## config.mk

```make
export PLATFORM = sky130hd
export DESIGN_NAME = lottery_scheduler_flat
export DESIGN_NICKNAME = d
export VERILOG_FILES = /design/src/rtl/core/lottery_pkg.sv /design/src/rtl/core/lottery_if.sv /design/src/rtl/core/lottery_scheduler.sv /design/src/flat_wrapper.sv
export SDC_FILE = /design/constraint.sdc
export NUM_CORES = 1
export LEC_CHECK = 0
export BUFFER_PORTS_ARGS = -buffer_cell sky130_fd_sc_hd__buf_2
export CORE_AREA = 2 2 247 249
export CTS_CLUSTER_DIAMETER = 150
export DETAILED_ROUTE_END_ITERATION = 8
export DIE_AREA = 0 0 249 251
export GPL_ROUTABILITY_DRIVEN = 0
export PLACE_DENSITY = 0.8
export SYNTH_ARGS = -nofsm -noshare
export SYNTH_HDL_FRONTEND = slang
export SYNTH_SLANG_ARGS = --single-unit
export TNS_END_PERCENT = 20
```

## constraint.sdc

```tcl
create_clock -name clk -period 7.35 [get_ports clk]
set_input_delay 1.1025 -clock clk [delete_from_list [all_inputs] [get_ports clk]]
set_output_delay 1.1025 -clock clk [all_outputs]
set_load 0.02 [all_outputs]
```

## src/rtl/core/lottery_pkg.sv

```systemverilog
package lottery_pkg;

    localparam int MaxProcs  = 16;
    localparam int IdxBits   = $clog2(MaxProcs);
    localparam int CntBits   = $clog2(MaxProcs + 1);
    localparam int BurstBits = 8;
    localparam int PrioBits  = 5;
    localparam int TimeBits  = 12;
    localparam int TickBits  = 13;
    localparam logic [TimeBits-1:0] TimeMax   = '1;
    localparam logic [TickBits-1:0] TicketMax = '1;

    typedef enum logic [1:0] {
        KIND_CLEAR = 2'd0,
        KIND_LOAD  = 2'd1,
        KIND_SEAL  = 2'd2,
        KIND_DRAW  = 2'd3
    } kind_t;

    typedef enum logic [2:0] {
        ST_OK         = 3'd0,
        ST_NO_RUN     = 3'd1,
        ST_FULL       = 3'd2,
        ST_NOT_SEALED = 3'd3,
        ST_ALL_DONE   = 3'd4
    } status_t;

    typedef enum logic [2:0] {
        S_IDLE,
        S_SORT_SCAN,
        S_SORT_SWAP,
        S_TICKETS,
        S_DRAW,
        S_OUT
    } state_t;

endpackage

```

## src/rtl/core/lottery_if.sv

```systemverilog
interface lottery_in_if;
    import lottery_pkg::*;
    logic                 valid;
    logic                 ready;
    logic [1:0]           kind;
    logic [BurstBits-1:0] burst_in;
    logic [PrioBits-1:0]  prio_in;
    logic [TickBits-1:0]  drawn_ticket;
    modport source (output valid, kind, burst_in, prio_in, drawn_ticket, input ready);
    modport sink   (input valid, kind, burst_in, prio_in, drawn_ticket, output ready);
endinterface

interface lottery_out_if;
    import lottery_pkg::*;
    logic                 valid;
    logic                 ready;
    logic [2:0]           status;
    logic [IdxBits-1:0]   proc_index;
    logic [BurstBits-1:0] remaining;
    logic [TimeBits-1:0]  elapsed;
    logic [TickBits-1:0]  ticket_total;
    logic                 all_finished;
    modport source (output valid, status, proc_index, remaining, elapsed, ticket_total,
                    all_finished, input ready);
    modport sink   (input valid, status, proc_index, remaining, elapsed, ticket_total,
                    all_finished, output ready);
endinterface

```

## src/rtl/core/lottery_scheduler.sv

```systemverilog
// Lottery scheduler with a one-unit quantum.
// Input channel "in": kind (clear, load, seal, draw) with burst_in, prio_in
// and drawn_ticket. Output channel "out": one transaction per input
// transaction with status, proc_index, remaining, elapsed, ticket_total and
// all_finished.
// Clear and load go from idle straight to the output state. Seal runs a
// selection sort one compare per cycle, then one ticket accumulation per
// entry. Draw walks the ticket ranges one entry per cycle.
// One transaction is in work at a time; in.ready is high only when idle.
// Results sit in an output register; a stalled receiver holds the block
// in its output state with the result stable until taken.
// Reset empties the table and zeroes counters and the sealed flag; table
// entries themselves are not cleared.
module lottery_scheduler
    import lottery_pkg::*;
(
    input  logic          clk,
    input  logic          rst_n,
    lottery_in_if.sink    in,
    lottery_out_if.source out
);

    logic [BurstBits-1:0] burst_mem [MaxProcs];
    logic [PrioBits-1:0]  prio_mem  [MaxProcs];
    logic [IdxBits-1:0]   orig_mem  [MaxProcs];
    logic [TickBits-1:0]  tend_mem  [MaxProcs];

    state_t state_reg, state_next;
    logic [CntBits-1:0]  count_reg;
    logic [TimeBits-1:0] elapsed_reg, bsum_reg;
    logic [TickBits-1:0] tickets_reg;
    logic                sealed_reg;
    logic [CntBits-1:0]  i_reg, j_reg;
    logic [IdxBits-1:0]  pos_reg;
    logic [TickBits-1:0] run_reg, ticket_reg;
    logic [2:0]          status_reg;
    logic [IdxBits-1:0]  index_reg;
    logic [BurstBits-1:0] rem_reg;

    logic [IdxBits-1:0] i_idx, j_idx;
    logic [TickBits+1:0] gain, share, run_sum;
    logic [TimeBits:0]   bsum_sum;

    assign i_idx = i_reg[IdxBits-1:0];
    assign j_idx = j_reg[IdxBits-1:0];
    assign gain = (TickBits+2)'(burst_mem[i_idx]) + (TickBits+2)'(count_reg);
    assign share = (gain > (TickBits+2)'(prio_mem[i_idx]))
                   ? gain - (TickBits+2)'(prio_mem[i_idx]) : '0;
    assign run_sum = (TickBits+2)'(run_reg) + share;
    assign bsum_sum = (TimeBits+1)'(bsum_reg) + (TimeBits+1)'(in.burst_in);

    always_comb
    begin
        state_next = state_reg;
        unique case (state_reg)
            S_IDLE:
                if (in.valid)
                begin
                    unique case (kind_t'(in.kind))
                        KIND_SEAL: state_next = (count_reg == '0) ? S_TICKETS : S_SORT_SCAN;
                        KIND_DRAW: state_next = S_DRAW;
                        default:   state_next = S_OUT;
                    endcase
                end
            S_SORT_SCAN:
                if (j_reg >= count_reg) state_next = S_SORT_SWAP;
            S_SORT_SWAP:
                if (i_reg + 1'b1 >= count_reg) state_next = S_TICKETS;
                else                           state_next = S_SORT_SCAN;
            S_TICKETS:
                if (i_reg >= count_reg) state_next = S_OUT;
            S_DRAW:
                if (!sealed_reg || elapsed_reg == bsum_reg || ticket_reg == '0
                    || ticket_reg > tickets_reg || i_reg >= count_reg
                    || ticket_reg <= tend_mem[i_idx])
                    state_next = S_OUT;
            S_OUT:
                if (out.ready) state_next = S_IDLE;
            default: state_next = S_IDLE;
        endcase
    end

    always_comb
    begin
        in.ready  = (state_reg == S_IDLE);
        out.valid = (state_reg == S_OUT);
        out.status       = status_reg;
        out.proc_index   = index_reg;
        out.remaining    = rem_reg;
        out.elapsed      = elapsed_reg;
        out.ticket_total = tickets_reg;
        out.all_finished = (elapsed_reg == bsum_reg);
    end

    always_ff @(posedge clk or negedge rst_n)
    begin
        if (!rst_n)
        begin
            state_reg   <= S_IDLE;
            count_reg   <= '0;
            elapsed_reg <= '0;
            bsum_reg    <= '0;
            tickets_reg <= '0;
            sealed_reg  <= 1'b0;
        end
        else
        begin
            state_reg <= state_next;
            if (state_reg == S_IDLE && in.valid)
            begin
                unique case (kind_t'(in.kind))
                    KIND_CLEAR:
                    begin
                        count_reg   <= '0;
                        elapsed_reg <= '0;
                        bsum_reg    <= '0;
                        tickets_reg <= '0;
                        sealed_reg  <= 1'b0;
                    end
                    KIND_LOAD:
                        if (count_reg < CntBits'(MaxProcs))
                        begin
                            count_reg  <= count_reg + 1'b1;
                            bsum_reg   <= bsum_sum[TimeBits] ? TimeMax : bsum_sum[TimeBits-1:0];
                            sealed_reg <= 1'b0;
                        end
                    default: ;
                endcase
            end
            if (state_reg == S_TICKETS && i_reg >= count_reg)
            begin
                tickets_reg <= run_reg;
                sealed_reg  <= 1'b1;
            end
            if (state_reg == S_DRAW && state_next == S_OUT && sealed_reg
                && elapsed_reg != bsum_reg && ticket_reg != '0
                && ticket_reg <= tickets_reg && i_reg < count_reg
                && burst_mem[i_idx] != '0 && elapsed_reg != TimeMax)
                elapsed_reg <= elapsed_reg + 1'b1;
        end
    end

    // datapath: table, sequencer counters and result register
    always_ff @(posedge clk)
    begin
        unique case (state_reg)
            S_IDLE:
            begin
                i_reg      <= '0;
                j_reg      <= CntBits'(1);
                pos_reg    <= '0;
                run_reg    <= '0;
                ticket_reg <= in.drawn_ticket;
                status_reg <= (in.valid && kind_t'(in.kind) == KIND_LOAD
                               && count_reg >= CntBits'(MaxProcs)) ? ST_FULL : ST_OK;
                index_reg  <= '0;
                rem_reg    <= '0;
                if (in.valid && kind_t'(in.kind) == KIND_LOAD
                    && count_reg < CntBits'(MaxProcs))
                begin
                    burst_mem[count_reg[IdxBits-1:0]] <= in.burst_in;
                    prio_mem[count_reg[IdxBits-1:0]]  <= in.prio_in;
                    orig_mem[count_reg[IdxBits-1:0]]  <= count_reg[IdxBits-1:0];
                    tend_mem[count_reg[IdxBits-1:0]]  <= '0;
                end
            end
            S_SORT_SCAN:
                if (j_reg < count_reg)
                begin
                    if (prio_mem[j_idx] < prio_mem[pos_reg]) pos_reg <= j_idx;
                    j_reg <= j_reg + 1'b1;
                end
            S_SORT_SWAP:
            begin
                if (pos_reg != i_idx)
                begin
                    burst_mem[i_idx]   <= burst_mem[pos_reg];
                    burst_mem[pos_reg] <= burst_mem[i_idx];
                    prio_mem[i_idx]    <= prio_mem[pos_reg];
                    prio_mem[pos_reg]  <= prio_mem[i_idx];
                    orig_mem[i_idx]    <= orig_mem[pos_reg];
                    orig_mem[pos_reg]  <= orig_mem[i_idx];
                end
                if (i_reg + 1'b1 >= count_reg)
                    i_reg <= '0;
                else
                begin
                    i_reg   <= i_reg + 1'b1;
                    pos_reg <= i_idx + 1'b1;
                    j_reg   <= i_reg + 2'd2;
                end
            end
            S_TICKETS:
                if (i_reg < count_reg)
                begin
                    run_reg <= (run_sum > (TickBits+2)'(TicketMax))
                               ? TicketMax : run_sum[TickBits-1:0];
                    tend_mem[i_idx] <= (run_sum > (TickBits+2)'(TicketMax))
                                       ? TicketMax : run_sum[TickBits-1:0];
                    i_reg <= i_reg + 1'b1;
                end
            S_DRAW:
                priority if (!sealed_reg)
                    status_reg <= ST_NOT_SEALED;
                else if (elapsed_reg == bsum_reg)
                    status_reg <= ST_ALL_DONE;
                else if (ticket_reg == '0 || ticket_reg > tickets_reg || i_reg >= count_reg)
                    status_reg <= ST_NO_RUN;
                else if (ticket_reg <= tend_mem[i_idx])
                begin
                    if (burst_mem[i_idx] == '0)
                        status_reg <= ST_NO_RUN;
                    else
                    begin
                        burst_mem[i_idx] <= burst_mem[i_idx] - 1'b1;
                        index_reg <= orig_mem[i_idx];
                        rem_reg   <= burst_mem[i_idx] - 1'b1;
                    end
                end
                else
                    i_reg <= i_reg + 1'b1;
            S_OUT: ;
            default: ;
        endcase
    end

endmodule

```

## src/flat_wrapper.sv

```systemverilog
// flat-port wrapper written by rule: the top's interface ports become plain ports
module lottery_scheduler_flat import lottery_pkg::*;
  (clk, rst_n, in_valid, in_kind, in_burst_in, in_prio_in, in_drawn_ticket, in_ready, out_valid, out_status, out_proc_index, out_remaining, out_elapsed, out_ticket_total, out_all_finished, out_ready);
  lottery_in_if in_i ();
  lottery_out_if out_i ();
  input  logic clk;
  input  logic rst_n;
  input wire logic [$bits(in_i.valid)-1:0] in_valid;
  input wire logic [$bits(in_i.kind)-1:0] in_kind;
  input wire logic [$bits(in_i.burst_in)-1:0] in_burst_in;
  input wire logic [$bits(in_i.prio_in)-1:0] in_prio_in;
  input wire logic [$bits(in_i.drawn_ticket)-1:0] in_drawn_ticket;
  output wire logic [$bits(in_i.ready)-1:0] in_ready;
  output wire logic [$bits(out_i.valid)-1:0] out_valid;
  output wire logic [$bits(out_i.status)-1:0] out_status;
  output wire logic [$bits(out_i.proc_index)-1:0] out_proc_index;
  output wire logic [$bits(out_i.remaining)-1:0] out_remaining;
  output wire logic [$bits(out_i.elapsed)-1:0] out_elapsed;
  output wire logic [$bits(out_i.ticket_total)-1:0] out_ticket_total;
  output wire logic [$bits(out_i.all_finished)-1:0] out_all_finished;
  input wire logic [$bits(out_i.ready)-1:0] out_ready;
  assign in_i.valid = in_valid;
  assign in_i.kind = in_kind;
  assign in_i.burst_in = in_burst_in;
  assign in_i.prio_in = in_prio_in;
  assign in_i.drawn_ticket = in_drawn_ticket;
  assign in_ready = in_i.ready;
  assign out_valid = out_i.valid;
  assign out_status = out_i.status;
  assign out_proc_index = out_i.proc_index;
  assign out_remaining = out_i.remaining;
  assign out_elapsed = out_i.elapsed;
  assign out_ticket_total = out_i.ticket_total;
  assign out_all_finished = out_i.all_finished;
  assign out_i.ready = out_ready;
  lottery_scheduler u_core (.clk(clk), .rst_n(rst_n), .in(in_i), .out(out_i));
endmodule
```

# Word-level counts from Yosys, hierarchy flattened
# Memories as Yosys holds them, arrays and structs flattened. A register that Yosys moved wholly into a read port is not among the register bits.
# Cells that the tools add are included.
# Widths: inputs -> output; s select.
[op_classes]
n_addsub = 11
n_eq_ne = 27
n_mux = 98
n_lt_le_gt_ge = 13
n_reduce_logical = 52
bitwise_logic = 1
[ops]
columns = ["cell", "count"]
rows = [
  ["$mux 4", 21],
  ["$mux 13", 6],
  ["$mux 12", 5],
  ["$mux 8", 7],
  ["$mux 5", 10],
  ["$mux 3", 10],
  ["$le 13x13->1", 2],
  ["$pmux 13 s2", 1],
  ["$pmux 12 s2", 1],
  ["$mux 1", 23],
  ["$pmux 5 s4", 1],
  ["$pmux 3 s6", 1],
  ["$pmux 8 s2", 1],
  ["$add 13x15->15", 1],
  ["$add 5x1->5 const B", 3],
  ["$ge 5x5->1", 3],
  ["$gt 15x13->1 const B", 1],
  ["$gt 15x5->1", 1],
  ["$lt 5x5->1", 3],
  ["$mux 15", 1],
  ["$pmux 5 s3", 1],
  ["$sub 15x5->15", 1],
  ["$ne 2x2->1 const B", 7],
  ["$reduce_bool 2->1", 7],
  ["48 further kinds", 84],
]
[totals]
output_inout_bits = 43
memories = 4
input_bits = 32
reg_bits = 101
mem_bits_rw = 480
[mem_list]
columns = ["name", "depth", "word_bits", "read_ports", "rd_clocked_by_memory_dff", "write_ports", "line", "source"]
rows = [
  ["u_core.tend_mem", 16, 13, 1, 1, 1, "lottery_scheduler.sv:26", "logic [TickBits-1:0] tend_mem [MaxProcs];"],
  ["u_core.burst_mem", 16, 8, 2, 2, 2, "lottery_scheduler.sv:23", "logic [BurstBits-1:0] burst_mem [MaxProcs];"],
  ["u_core.prio_mem", 16, 5, 3, 3, 2, "lottery_scheduler.sv:24", "logic [PrioBits-1:0] prio_mem [MaxProcs];"],
  ["u_core.orig_mem", 16, 4, 2, 2, 2, "lottery_scheduler.sv:25", "logic [IdxBits-1:0] orig_mem [MaxProcs];"],
]

# Depth between registers and ports, before layout
[depth]
word_depth = 19
mapped_depth = 30
mapped_depth_nobuf = 23

# Least setup slack after synthesis
# Ideal clock, no wire load.
[synth_path]
path_kind = "flip-flop to flip-flop"
startpoint = "reg (tool-made name)"
endpoint = "mem u_core.tend_mem[0][4], data pin"
path_buffers = 8
arrival_time_ns = 7.394
required_time_ns = 7.051
setup_slack_ns = -0.344
path_stages_with_launch = 31
setup_ns = 0.299
path_cell_list = "dfxtp_1 > buf_6 > buf_8 > buf_4 > buf_2 > mux4_2 > a22oi_1 > nand2_1 > clkbuf_1 > buf_1 > ha_1 > fa_1 > ha_1 > nor2b_1 > o21ai_0 > a21boi_0 > o21ai_0 > a22oi_1 > nor2_1 > nor2_1 > ha_1 > a21o_1 > a21o_1 > a2111oi_0 > nor4_1 > a2111oi_0 > a21oi_1 > or3_1 > clkbuf_1 > buf_1 > o21a_1"
[synth_lines]
columns = ["item", "line"]
rows = [
  ["to (decl)", "lottery_scheduler.sv:26"],
]

==> impl.org <==
** Outcome
- Run status :: finished clean

** Route
- The detailed router placed 23562 vias in this run.
- Dividing the detail-routed via count by the number of cells gives 6.97.
- The final layout contains routed wiring with a total length of 97.6 mm.
- The first routing iteration left 3775 violations.
- Detailed-routing iteration count for the pre-antenna-repair pass :: 9
- Detail-routed net length per standard cell :: 28.8 um
- After detailed routing, the number of remaining DRC violations is 0.
- In this run the remaining antenna-violating nets after routing total 0.

** Synth
- In the synthesized netlist, mux cells make up 19.5% of the area.
- Post-synthesis instance area :: 0.0325 sq mm
- Of the total synthesized cell area, the portion taken by full adders, half adders and majority gates is 3.48%.
- Area share of the largest cell type after synthesis :: 49.4%
- Post-Synthesis Mean Instance Area :: 13.1 sq um
- Yosys attributes the largest share of cell area to sky130_fd_sc_hd__edfxtp_1 49%, sky130_fd_sc_hd__mux4_2 17%, sky130_fd_sc_hd__a21oi_1 3.7%.
- Yosys instantiated no cell more often than sky130_fd_sc_hd__edfxtp_1.
- Top cell type by total area after synthesis :: sky130_fd_sc_hd__edfxtp_1
- During synthesis, Yosys emitted a total of 0 warnings.
- After synthesis, the most frequently instantiated cells are 535 x sky130_fd_sc_hd__edfxtp_1, 258 x sky130_fd_sc_hd__nor2_1, 241 x sky130_fd_sc_hd__a21oi_1, 241 x sky130_fd_sc_hd__mux4_2, 215 x sky130_fd_sc_hd__nand2_1.
- Share of the yosys chip area belonging to registers :: 53.7%
- In the synthesized netlist the dominant register cell turns out to be sky130_fd_sc_hd__edfxtp_1.
- FF+latch count, synth :: 593
- Main combinational cell family by area after synthesis :: multiplexers
- Xor/xnor cell area share of the yosys netlist :: 1.51%
- Post-synthesis async set-or-reset flop share :: 7.76%
- The number of different library cells used by synthesis comes to 82.
- In this run, synthesis inferred 535 flip-flops with an integrated enable.
- Of the total synthesized cell area, the portion taken by AND, OR, NAND and NOR gates is 8.54%.
- Summing the areas of all compound-gate instances in the mapped netlist gives 10.1% of the synthesized area.
- Synthesis produced a netlist whose cell count is 2475.

** Worst setup path
- CP peak stage delay :: 0.88 ns
- Critical path arrival :: 7.26 ns
- Measured in cells, the most critical reg-to-reg path has a length of 16.
- The slowest stage of the critical path is the sky130_fd_sc_hd__buf_4 cell.
- Data required time at the worst endpoint :: 7.70 ns
- Endpoint of the worst register-to-register path :: u_core.burst_mem[4][6]
- Worst setup slack for register-to-register paths :: 0.44 ns
- Kind of start point of the critical path :: flip-flop
- Most common cell type on the critical path :: sky130_fd_sc_hd__buf_4
- The critical path goes through buf_4 > buf_4 > buf_4 > mux4_2 > mux4_2 > inv_1 > ha_1 > and4_1 > a2111o_1 > a211o_1 > a21o_1 > nor3_4 > buf_4 > o21ai_0 > o311ai_1 > buf_4.
- Crit end category :: flip-flop
- Largest fanout on the critical path :: 52
- The critical path is of the flip-flop to flip-flop type.

** Placement
- Buffers placed on the I/O ports in this run total 74.
- Estimated wirelength of the detail-placed design :: 62.4 mm
- Worst slack at placement :: 0.126 ns

** Clock network
- For the worst-skew pair, the clock arrives at the later sink with an insertion delay of 0.69 ns.
- Clock buffer depth :: 3
- Clock tree synthesis inserted a total of 61 buffers.
- After clock tree synthesis, the clock-pin slew on the worst setup and hold paths is 0.07 ns.
- The H-tree was split into 2 levels.
- The root buffer cell chosen for the clock tree is sky130_fd_sc_hd__clkbuf_16.
- TritonCTS built the clock tree.
- Hold repair after CTS inserted 0 buffers.
- CTS sink cnt :: 593

** Final layout
- The largest registers in the layout are u_core.tend_mem: 208 flops, u_core.burst_mem: 128 flops, u_core.prio_mem: 80 flops.
- Filler cell count in the final layout :: 4298
- The area growth from synthesis to layout is 11.1%.
- The final layout contains 2666 nets.
- Largest register FFs :: 208
- Share of final-layout standard cells stronger than drive strength 1 :: 24.6%
- Area of the multi-input gates :: 0.0142 sq mm
- Area of all sequential standard cells :: 0.0175 sq mm
- Most flops, register :: u_core.tend_mem
- Once layout is complete, the utilization of the core stands at 60.5%.

** Floorplan
- The floorplan step set the die width to 249 um.
- During I/O placement, the number of pins put on the boundary was 75.
- Initial cell density of the core :: 54.4%
- Die height :: 251 um
- After floorplanning, the core was divided into 90 placement rows.
- The floorplan step defined a die boundary enclosing 0.0625 sq mm.
- Floorplan core area :: 0.0598 sq mm

** GRT
- Vias in the first global route :: 23600
- In the global route stage, overall resource usage came out at 31.2%.
- Wire length of the first global-routing pass :: 145 mm
- Entering global routing, the biggest net connects 53 pins.
- The initial antenna violation count is 0.
- Summed over all layers, the global routing overflow is 0.

** Timing
- Upper clock frequency limit :: 145 MHz
- Measured against its own limit, the worst slew margin works out to 8.62%.
- After layout, the worst path uses 94.0% of the clock period.
- At the pin with the least slew margin, the transition time is 1.36 ns.
- Minimum setup slack in the final design :: 0.441 ns
- Count of endpoints failing hold in the final timing report :: 0
- Minimum clock period :: 6.91 ns
- Total count of max-transition violations in the final report :: 0
- Setup total negative slack :: 0 ns
- Setup violations remaining at the end of the flow were counted as 0.
- Between clock sinks in the finished design, the worst skew comes to 0.0608 ns.

** Run
- Maxcap violations :: 0

** Min path
- The worst hold path terminates at u_core.bsum_reg[0].
- The worst hold path belongs to the class flip-flop to flip-flop.
- Along the worst hold path, the cell count comes to 2.
- The startpoint identified for the worst hold timing path is u_core.bsum_reg[0].

** Power
- Power per unit of standard cell area :: 485 mW/mm^2
- The design draws 0.0175 W.
- The analysis attributes to cell leakage a power of 12.8 nW.
- VDD sags by at most 0.000514 V.
[through the flow]
step	instance area (sq um)	instances	hold WS, ns
finish	36200	3382	0.537
global route	36200	3381	0.567
CTS	36100	3375	0.536
detailed placement	34000	3259	0.523
global placement	34000	3259	0.513
floorplan	32500	2476	0.455
[layout make-up]
cell class,count,share of cell area [%]
tap,782,2.71
sequential,593,48.3
inverter,72,0.747
clock inverter,36,1.10
clock buffer,80,4.64
antenna,1,0.00692
timing repair buffer,178,3.18
multi-input combinational,1640,39.3
[worst max-delay path: cells and delay by family (launching register included)]
| family | cells | cell delay [ns] |
|---|---|---|
| adder cells (fa/ha/maj) | 1 | 0.28 |
| multiplexers | 2 | 1.10 |
| AND/OR/NAND/NOR | 2 | 0.88 |
| AO/OA/AOI/OAI | 5 | 1.53 |
| buffers and inverters | 6 | 2.24 |
| flip-flops | 1 | 0.47 |
[cell usage in the layout, fill, tap and decap left out, types with 11 or more instances in the layout]
cell type                   netlist  layout
sky130_fd_sc_hd__inv_1           68      68
sky130_fd_sc_hd__nand4_1         11      11
sky130_fd_sc_hd__o21a_1          25      16
sky130_fd_sc_hd__and2_1          16      16
sky130_fd_sc_hd__mux4_2         241     241
sky130_fd_sc_hd__buf_2           15      74
sky130_fd_sc_hd__nand2_1        215     215
sky130_fd_sc_hd__clkinv_1         2      13
sky130_fd_sc_hd__mux2i_1         49      48
sky130_fd_sc_hd__mux2_2          22      22
sky130_fd_sc_hd__nor3_1          25      20
sky130_fd_sc_hd__a21oi_1        241     233
sky130_fd_sc_hd__nor2b_1         17      17
sky130_fd_sc_hd__clkbuf_1       116      11
sky130_fd_sc_hd__edfxtp_1       535     535
sky130_fd_sc_hd__o21ai_2         28      32
sky130_fd_sc_hd__a21o_1          14      14
sky130_fd_sc_hd__and3_1          11      11
sky130_fd_sc_hd__dfrtp_1         46      46
sky130_fd_sc_hd__ha_1            84      84
sky130_fd_sc_hd__o31ai_1         13      13
sky130_fd_sc_hd__nor2_1         258     245
sky130_fd_sc_hd__buf_4            4     104
sky130_fd_sc_hd__nand3_1         32      32
sky130_fd_sc_hd__xnor2_1         38      38
sky130_fd_sc_hd__clkbuf_16        0      61
sky130_fd_sc_hd__o21ai_0         93      77
sky130_fd_sc_hd__o211ai_1        33      33
sky130_fd_sc_hd__xor2_1          18      18
sky130_fd_sc_hd__nand2b_1        16      16
sky130_fd_sc_hd__o21ai_1         23      35
[logic make-up (layout without fill, tap and decap cells)]
| family | Yosys count | count (layout) |
|---|---|---|
| multiplexers | 321 | 321 |
| adder cells (fa/ha/maj) | 88 | 88 |
| other | 1 | 3 |
| XOR/XNOR | 56 | 56 |
| AND/OR/NAND/NOR | 636 | 636 |
| AO/OA/AOI/OAI | 537 | 537 |
| buffers and inverters | 243 | 366 |
| flip-flops | 593 | 593 |
[layer usage]
layer	track usage [%]	wire, um	vias up
met2	49.7	45400	1924
met1	38.3	32200	11487
met5	0.386	0	-
met3	9.36	13300	446
li1	-	-	9705
met4	17.8	6650	0
[worst max path at each step]
stage,slack [ns],startpoint,depth (start not counted),endpoint
finish,0.44,flip-flop,16,u_core.burst_mem[4][6]
global route,-0.03,flip-flop,24,u_core.tend_mem[6][2]
CTS,0.11,flip-flop,22,u_core.tend_mem[5][11]
detailed placement,0.13,flip-flop,22,u_core.tend_mem[13][11]
global placement,0.37,flip-flop,22,u_core.tend_mem[14][11]
floorplan,0.03,flip-flop,30,u_core.tend_mem[0][4]
[where the power goes]
| group | switching (W) | internal (W) | total [W] |
|---|---|---|---|
| registers | 0.000588 | 0.00444 | 0.00503 |
| logic | 0.00567 | 0.00363 | 0.00930 |
| clock network | 0.00138 | 0.00183 | 0.00321 |
[what timing repair did]
item	CTS	global route
setup buffers	0	6
gates resized for setup	0	15
hold endpoints to repair	0	0
endpoints found under the setup margin	0	217
(Power assumes the default switching activity.)
